--- src/rtl/psvm_pkg.sv ---
// Shared types and constants of the polyphonic square voice mixer.
package psvm_pkg;

  typedef enum logic [2:0] {
    S_IDLE,
    S_NOTE_WAIT,
    S_NOTE_SCAN,
    S_TICK,
    S_SCALE,
    S_OUT
  } psvm_state_t;

  typedef enum logic {
    OP_TICK = 1'b0,
    OP_NOTE = 1'b1
  } psvm_op_t;

  localparam int unsigned MIX_LIMIT   = 127;
  localparam int unsigned FULL_SCALE  = 200000000;
  localparam int unsigned SCALE_Q     = FULL_SCALE / MIX_LIMIT;
  localparam int unsigned SCALE_R     = FULL_SCALE % MIX_LIMIT;
  localparam int unsigned RECIP_SHIFT = 20;
  localparam int unsigned RECIP_127   = ((1 << RECIP_SHIFT) + MIX_LIMIT - 1) / MIX_LIMIT;
  localparam int unsigned SCALE_CORR  = SCALE_R * RECIP_127;

  localparam int unsigned MS_PER_S    = 1000;
  localparam int unsigned MS_SHIFT    = 36;
  localparam longint unsigned RECIP_1000 =
    ((64'd1 << MS_SHIFT) + 64'(MS_PER_S) - 64'd1) / 64'(MS_PER_S);

endpackage

--- src/rtl/psvm_ram.sv ---
// Generic single-write, single-read RAM with registered read data.
module psvm_ram #(
  parameter int WIDTH = 8,
  parameter int DEPTH = 16,
  localparam int AW = (DEPTH > 1) ? $clog2(DEPTH) : 1
) (
  input  logic             clk,
  input  logic             we,
  input  logic [AW-1:0]    waddr,
  input  logic [WIDTH-1:0] wdata,
  input  logic [AW-1:0]    raddr,
  output logic [WIDTH-1:0] rdata
);

  logic [WIDTH-1:0] mem [DEPTH];

  always_ff @(posedge clk) begin
    if (we) begin
      mem[waddr] <= wdata;
    end
    rdata <= mem[raddr];
  end

endmodule

--- src/rtl/psvm_span.sv ---
// Note length in samples: floor(length_ms * SAMPLE_RATE_HZ / 1000), two stages.
module psvm_span #(
  parameter int SAMPLE_RATE_HZ = 8000
) (
  input  logic        clk,
  input  logic        load,
  input  logic [15:0] length_ms,
  output logic [31:0] span
);

  localparam logic [5:0]  SR_A = 6'(SAMPLE_RATE_HZ / psvm_pkg::MS_PER_S);
  localparam logic [9:0]  SR_B = 10'(SAMPLE_RATE_HZ % psvm_pkg::MS_PER_S);
  localparam logic [26:0] RECIP = 27'(psvm_pkg::RECIP_1000);

  logic [21:0] prod_a_r;
  logic [25:0] prod_b_r;
  logic [52:0] prod_q;
  logic [31:0] span_r;

  // rate = 1000*A + B; the B part divides by 1000 through a reciprocal
  assign prod_q = 53'(prod_b_r) * 53'(RECIP);

  always_ff @(posedge clk) begin
    if (load) begin
      prod_a_r <= 22'(length_ms) * 22'(SR_A);
      prod_b_r <= 26'(length_ms) * 26'(SR_B);
    end
    span_r <= 32'(prod_a_r) + 32'(prod_q[psvm_pkg::MS_SHIFT +: 16]);
  end

  assign span = span_r;

endmodule

--- src/rtl/psvm_scale.sv ---
// Clamp of the voice sum and scaling to full-scale sample, with registered products.
module psvm_scale #(
  parameter int SUM_W = 12
) (
  input  logic                    clk,
  input  logic                    en,
  input  logic signed [SUM_W-1:0] sum,
  output logic signed [28:0]      sample
);

  localparam logic signed [SUM_W-1:0] LIM = SUM_W'(psvm_pkg::MIX_LIMIT);

  logic [6:0]  mag;
  logic        neg_r;
  logic [27:0] hi_r;
  logic [24:0] lo_r;
  logic [27:0] total;

  always_comb begin
    if (sum > LIM || sum < -LIM) begin
      mag = 7'(psvm_pkg::MIX_LIMIT);
    end else if (sum[SUM_W-1]) begin
      mag = 7'(-sum);
    end else begin
      mag = 7'(sum);
    end
  end

  // mag*FULL/127 = mag*Q + floor(mag*R/127)
  always_ff @(posedge clk) begin
    if (en) begin
      neg_r <= sum[SUM_W-1];
      hi_r  <= 28'(mag) * 28'(psvm_pkg::SCALE_Q);
      lo_r  <= 25'(mag) * 25'(psvm_pkg::SCALE_CORR);
    end
  end

  assign total  = hi_r + 28'(lo_r >> psvm_pkg::RECIP_SHIFT);
  assign sample = neg_r ? -$signed({1'b0, total}) : $signed({1'b0, total});

endmodule

--- src/rtl/polyphonic_square_voice_mixer_unit.sv ---
// Top level of the polyphonic square voice mixer: sequencer, voice RAM, output register.
//
//  channel | valid    | stall     | payload
//  --------+----------+-----------+---------------------------------------------------
//  input   | in_valid | in_stall  | in_operation, in_velocity, in_phase_step,
//          |          |           | in_length_ms
//  result  | out_valid| out_stall | out_sample_value, out_voices_on
//
// Tick: one voice per cycle through the voice RAM read port, then the scaling
// step (S_SCALE) and the output step (S_OUT). Note start: S_NOTE_WAIT, then the scan
// for a free voice. One item at a time; a note start proceeds while a result
// waits, a tick waits at its end for the output register.
// Reset clears active flags, counter and handshakes; the voice RAM needs no clear.
module polyphonic_square_voice_mixer_unit #(
  parameter int VOICES         = 16,
  parameter int SAMPLE_RATE_HZ = 8000,
  parameter int PHASE_BITS     = 24
) (
  input  logic               clk,
  input  logic               rst_n,
  input  logic               in_valid,
  output logic               in_stall,
  input  logic               in_operation,
  input  logic [6:0]         in_velocity,
  input  logic [23:0]        in_phase_step,
  input  logic [15:0]        in_length_ms,
  output logic               out_valid,
  input  logic               out_stall,
  output logic signed [28:0] out_sample_value,
  output logic               out_voices_on
);

  localparam int IDX_W = (VOICES > 1) ? $clog2(VOICES) : 1;
  localparam int SUM_W = $clog2(VOICES * 127 + 1) + 1;
  localparam logic [IDX_W-1:0] LAST = IDX_W'(VOICES - 1);

  typedef struct packed {
    logic [6:0]            velocity;
    logic [PHASE_BITS-1:0] phase;
    logic [PHASE_BITS-1:0] step;
    logic [31:0]           end_time;
  } voice_t;

  psvm_pkg::psvm_state_t state_r, state_nxt;

  logic [VOICES-1:0]       act_r, act_nxt;
  logic [IDX_W-1:0]        idx_r, idx_nxt;
  logic signed [SUM_W-1:0] sum_r, sum_nxt;
  logic                    any_r, any_nxt;
  logic [31:0]             counter_r;
  logic [6:0]              vel_r;
  logic [PHASE_BITS-1:0]   step_r;

  logic                    out_valid_r;
  logic signed [28:0]      out_sample_r;
  logic                    out_any_r;

  logic                    accept;
  logic                    out_load;
  logic                    note_wr;
  logic                    scale_en;
  logic                    ram_we;
  logic [IDX_W-1:0]        ram_waddr;
  logic [IDX_W-1:0]        ram_raddr;
  voice_t                  ram_wdata;
  voice_t                  cur;
  logic [31:0]             span;
  logic signed [28:0]      sample;
  logic signed [SUM_W-1:0] vel_ext;

  assign in_stall = (state_r != psvm_pkg::S_IDLE);
  assign accept   = in_valid && !in_stall;
  assign out_load = (state_r == psvm_pkg::S_OUT) && (!out_valid_r || !out_stall);
  assign vel_ext  = SUM_W'(cur.velocity);

  psvm_ram #(
    .WIDTH ($bits(voice_t)),
    .DEPTH (VOICES)
  ) u_voice_ram (
    .clk   (clk),
    .we    (ram_we),
    .waddr (ram_waddr),
    .wdata (ram_wdata),
    .raddr (ram_raddr),
    .rdata (cur)
  );

  psvm_span #(
    .SAMPLE_RATE_HZ (SAMPLE_RATE_HZ)
  ) u_span (
    .clk       (clk),
    .load      (accept),
    .length_ms (in_length_ms),
    .span      (span)
  );

  psvm_scale #(
    .SUM_W (SUM_W)
  ) u_scale (
    .clk    (clk),
    .en     (scale_en),
    .sum    (sum_r),
    .sample (sample)
  );

  always_comb begin
    state_nxt = state_r;
    act_nxt   = act_r;
    idx_nxt   = idx_r;
    sum_nxt   = sum_r;
    any_nxt   = any_r;
    ram_we    = 1'b0;
    ram_waddr = idx_r;
    ram_raddr = '0;
    ram_wdata = cur;
    note_wr   = 1'b0;
    scale_en  = 1'b0;
    unique case (state_r)
      psvm_pkg::S_IDLE: begin
        idx_nxt = '0;
        sum_nxt = '0;
        any_nxt = 1'b0;
        if (accept) begin
          if (in_operation == psvm_pkg::OP_NOTE) begin
            state_nxt = psvm_pkg::S_NOTE_WAIT;
          end else begin
            state_nxt = psvm_pkg::S_TICK;
          end
        end
      end
      psvm_pkg::S_NOTE_WAIT: begin
        state_nxt = psvm_pkg::S_NOTE_SCAN;
      end
      psvm_pkg::S_NOTE_SCAN: begin
        ram_wdata.velocity = vel_r;
        ram_wdata.phase    = '0;
        ram_wdata.step     = step_r;
        ram_wdata.end_time = counter_r + span;
        if (!act_r[idx_r]) begin
          note_wr = 1'b1;
        end else if (idx_r == LAST) begin
          note_wr   = 1'b1;
          ram_waddr = '0;
        end else begin
          idx_nxt = idx_r + 1'b1;
        end
        if (note_wr) begin
          ram_we             = 1'b1;
          act_nxt[ram_waddr] = 1'b1;
          state_nxt          = psvm_pkg::S_IDLE;
        end
      end
      psvm_pkg::S_TICK: begin
        ram_raddr = (idx_r == LAST) ? '0 : idx_r + 1'b1;
        if (act_r[idx_r]) begin
          if (counter_r >= cur.end_time) begin
            act_nxt[idx_r] = 1'b0;
          end else begin
            sum_nxt         = cur.phase[PHASE_BITS-1] ? sum_r - vel_ext : sum_r + vel_ext;
            any_nxt         = 1'b1;
            ram_wdata.phase = cur.phase + cur.step;
            ram_we          = 1'b1;
          end
        end
        idx_nxt = idx_r + 1'b1;
        if (idx_r == LAST) begin
          state_nxt = psvm_pkg::S_SCALE;
        end
      end
      psvm_pkg::S_SCALE: begin
        scale_en  = 1'b1;
        state_nxt = psvm_pkg::S_OUT;
      end
      psvm_pkg::S_OUT: begin
        if (out_load) begin
          state_nxt = psvm_pkg::S_IDLE;
        end
      end
      default: begin
        state_nxt = psvm_pkg::S_IDLE;
      end
    endcase
  end

  always_ff @(posedge clk) begin
    if (!rst_n) begin
      state_r   <= psvm_pkg::S_IDLE;
      act_r     <= '0;
      counter_r <= '0;
    end else begin
      state_r <= state_nxt;
      act_r   <= act_nxt;
      if (out_load) begin
        counter_r <= counter_r + 32'd1;
      end
    end
  end

  always_ff @(posedge clk) begin
    idx_r <= idx_nxt;
    sum_r <= sum_nxt;
    any_r <= any_nxt;
    if (accept) begin
      vel_r  <= in_velocity;
      step_r <= PHASE_BITS'(in_phase_step);
    end
  end

  always_ff @(posedge clk) begin
    if (!rst_n) begin
      out_valid_r <= 1'b0;
    end else if (out_load) begin
      out_valid_r <= 1'b1;
    end else if (!out_stall) begin
      out_valid_r <= 1'b0;
    end
  end

  always_ff @(posedge clk) begin
    if (out_load) begin
      out_sample_r <= sample;
      out_any_r    <= any_r;
    end
  end

  assign out_valid        = out_valid_r;
  assign out_sample_value = out_sample_r;
  assign out_voices_on    = out_any_r;

  a_result_after_walk: assert property (@(posedge clk) disable iff (!rst_n)
    $rose(out_valid) |-> $past(state_r == psvm_pkg::S_OUT))
    else $error("result register loaded outside the output step");

  a_counter_step: assert property (@(posedge clk) disable iff (!rst_n)
    out_load |=> counter_r == $past(counter_r) + 32'd1)
    else $error("sample counter did not advance with the result");

  a_any_matches_active: assert property (@(posedge clk) disable iff (!rst_n)
    (state_r == psvm_pkg::S_OUT) |-> (any_r == (act_r != '0)))
    else $error("any-active flag disagrees with voice state");

  a_note_claims_voice: assert property (@(posedge clk) disable iff (!rst_n)
    note_wr |=> act_r != '0)
    else $error("note start left no voice active");

endmodule
--- config.mk ---
export PLATFORM = sky130hd
export DESIGN_NAME = polyphonic_square_voice_mixer_unit
export DESIGN_NICKNAME = d
export VERILOG_FILES = /design/src/rtl/psvm_pkg.sv /design/src/rtl/psvm_ram.sv /design/src/rtl/psvm_span.sv /design/src/rtl/psvm_scale.sv /design/src/rtl/polyphonic_square_voice_mixer_unit.sv
export SDC_FILE = /design/constraint.sdc
export NUM_CORES = 2
export LEC_CHECK = 0
export ABC_AREA = 0
export BUFFER_PORTS_ARGS = -buffer_cell sky130_fd_sc_hd__buf_2
export CAP_MARGIN = 20
export CORE_MARGIN = 3
export CORE_UTILIZATION = 37
export DETAILED_ROUTE_END_ITERATION = 16
export PLACE_DENSITY = 0.55
export SYNTH_ARGS = -nofsm -noshare
export SYNTH_HDL_FRONTEND = slang
export SYNTH_SLANG_ARGS = --single-unit
--- constraint.sdc ---
create_clock -name clk -period 10.9 [get_ports clk]
set_input_delay 1.09 -clock clk [delete_from_list [all_inputs] [get_ports clk]]
set_output_delay 1.09 -clock clk [all_outputs]
set_load 0.005 [all_outputs]
==> metrics <==
status completed; Root Driver clkbuf_16; Worst Path Buf+Inv 2; WP data required 11.42 ns; number of synthesized flops with an enable pin 1520; # clock sinks 1675; Setup Viol. Count Final 0; # hold bufs at CTS 0; worst-skew pair later-pin latency 0.80 ns; commonest non-fill, non-tap cell in the layout edfxtp_1; share of layout cells above drive strength 1 15.1%; clock tree buffer depth 3; initial DRC count 3112; final number of hold-violating endpoints 0; Total GRT Usage 17.5%; min Tclk post-route 6.71 ns; Yosys reg bits 1675; max incr delay on CP 0.59 ns; dpl ws 4.19 ns; Main synth FF type edfxtp_1; worst-margin pin slew 1.10 ns; die area 0.197 mm²; power per cell area 224 mW/mm²; final HPWL from detailed placement 93.2 mm; RSZ-0062 raised after global routing false; Layout Nets 4833; Yosys cell types 96; CTS tree built; CTS resizes 0; Worst path most repeated cell ha_1; Post-CTS Setup Inserts 0; area grow syn2layout 13.2%; largest net degree at the start of global routing 159; drt total wl 175 mm; DR pass1 iterations 5; via/cell ratio 5.44; asr flop ratio synth 0%; DIE HEIGHT 444 µm; leakage 26.6 nW; H-tree depth 4; placed cells 6891; global route total overflow 0; DRC 0; Top Family by Delay on Critical Path compound AO/OA/AOI/OAI gates; fillcell total 17065; Final ANT Viol Nets 0; Hold Crit Class flop to flop; core area 0.191 mm²; Worst EP arrival 7.24 ns; routed len/inst 24.2 µm; Seq/Total Area, Yosys 68.6%; Setup Skew 0.0302 ns; gp weighted congestion 0.817; CP endpoint kind flop; Max Clock Freq 0.149 GHz; first-pass GRT wire length 261 mm; ratio of final minimum period to clock period 61.6%; vias in the first global route 39625; Vias 39287; PnR worst setup slack 4.19 ns; slowest stage cell, crit path o31ai_1; most frequent cells in the layout 1520 x edfxtp_1, 358 x mux2i_1, 266 x a21oi_1, 226 x nand2_1, 196 x ha_1; fin util 42.2%; max_cap viols 0; die width 444 µm; IO buf count 83; Synth warnings 0; Max FO, Critical Path 10; Avg Cell Area, Syn 16.1 µm²; FP Rows 160; Reg clk slew, reported paths 0.06 ns; cell area after synthesis 0.0711 mm²; Setup TNS 0 ns; initial antenna violation count 2; Initial Utilization 37.3%; Peak VDD IR 298 µV; # IOs 84; Startpoint Class flop; Synthesized Nets 4686; crit-path cells or4_1 -> o22ai_1 -> nand2_1 -> ha_1 -> xnor2_1 -> ha_1 -> or2_2 -> ha_1 -> inv_1 -> fa_1 -> inv_1 -> ha_1 -> o21a_1 -> nor2_1 -> o31ai_1 -> a311oi_2 -> o22ai_1 -> a41oi_1 -> nor2_1 -> a311oi_1 -> xnor2_1; Worst Setup Path Type flop to flop; CTS buffer count 173; Cells after Synth 4413; Slew HR 27.0%; Slew Limit Fails 0; fin cells 7219
[synth_stat cells (all sizes together) (10+ instances only)]
master  instances  area (µm²)
a311oi         16         146
xor2           80         701
o21ai         115         579
nand2         229         867
edfxtp       1520       45600
mux4          178        4010
nand4          20         140
a211oi         94         711
o211ai         11        82.6
mux2i         358        3580
ha            196        2450
buf            81         395
xnor2          86         761
and2           26         163
nor2b          17         106
or3            15        93.8
or2            12        75.1
o21a           13        97.6
fa             25         500
a22oi          20         155
a21o           61         458
and3           34         223
a221oi        177        1550
clkbuf        150         564
nand2b         10        70.1
nand3          45         225
a31oi          20         125
nor2          106         398
inv           121         454
a21oi         272        1390
dfxtp         155        3100
nor3           30         171
o31ai          13         130
[per-stage QoR]
stage	power [mW]	hold WS (ns)	area (µm²)
2_1_floorplan	11.1	0.323	71100
3_3_place_gp	12.3	0.327	74800
3_5_place_dp	12.3	0.327	74800
4_1_cts	18.2	0.345	80500
5_1_grt	19.0	0.357	80500
6_report	18.0	0.342	80500
[flip-flops by register name, summed over array words and instances (netlist names)]
name,count
act_r,16
any_r,1
counter_r,32
idx_r,4
out_sample_value,29
out_valid,1
out_voices_on,1
state_r,3
step_r,24
sum_r,12
u_scale.hi_r,22
u_scale.lo_r,11
u_scale.neg_r,1
u_span.prod_a_r,16
u_span.span,16
u_voice_ram.mem,1392
u_voice_ram.rdata,87
vel_r,7
[cell type report]
class | instances | area (µm²) | area share (%)
Multi-Input combinational cell | 2386 | 21100 | 26.2
Timing Repair Buffer | 203 | 1440 | 1.79
Clock inverter | 75 | 689 | 0.856
Antenna cell | 1 | 2.50 | 0.00311
Sequential cell | 1675 | 48700 | 60.6
Tap cell | 2511 | 3140 | 3.90
Clock buffer | 247 | 4930 | 6.13
Inverter | 121 | 454 | 0.564
[final timing paths]
| path | startpoint | end | slack [ns] | depth (start not counted) |
|---|---|---|---|---|
| max | sum_r[11] | u_scale.hi_r[27] | 4.19 | 21 |
| min | u_span.prod_a_r[14] | u_span.span[14] | 0.34 | 0 |
| min reg2reg | u_span.prod_a_r[14] | u_span.span[14] | 0.34 | 0 |
| max reg2reg | sum_r[11] | u_scale.hi_r[27] | 4.19 | 21 |
[power by group]
part	switching [mW]	internal (mW)
Sequential	0.110	7.64
Combinational	2.67	1.80
Clock	2.46	3.35
Total	5.24	12.8
[per-layer routing]
metal  up-vias  routed length (µm)  GRT usage [%]
met5         -                   0              0
met4         0                3600           4.38
met3       208                7880           2.60
met2       895               83400           28.2
met1     20314               80000           24.8
li1      17870                   -              -
[logic make-up (layout without fill, tap and decap cells)]
family | Yosys count | after routing | share of synthesized area [%]
mux | 538 | 538 | 10.7
buf+inv | 352 | 646 | 1.99
fa+ha+maj | 221 | 221 | 4.15
other cells | 0 | 1 | 0
compound gates | 886 | 886 | 8.59
flops | 1675 | 1675 | 68.6
xor+xnor | 166 | 166 | 2.06
simple gates | 575 | 575 | 3.94
No activity file was read; power rests on OpenSTA's default activity.
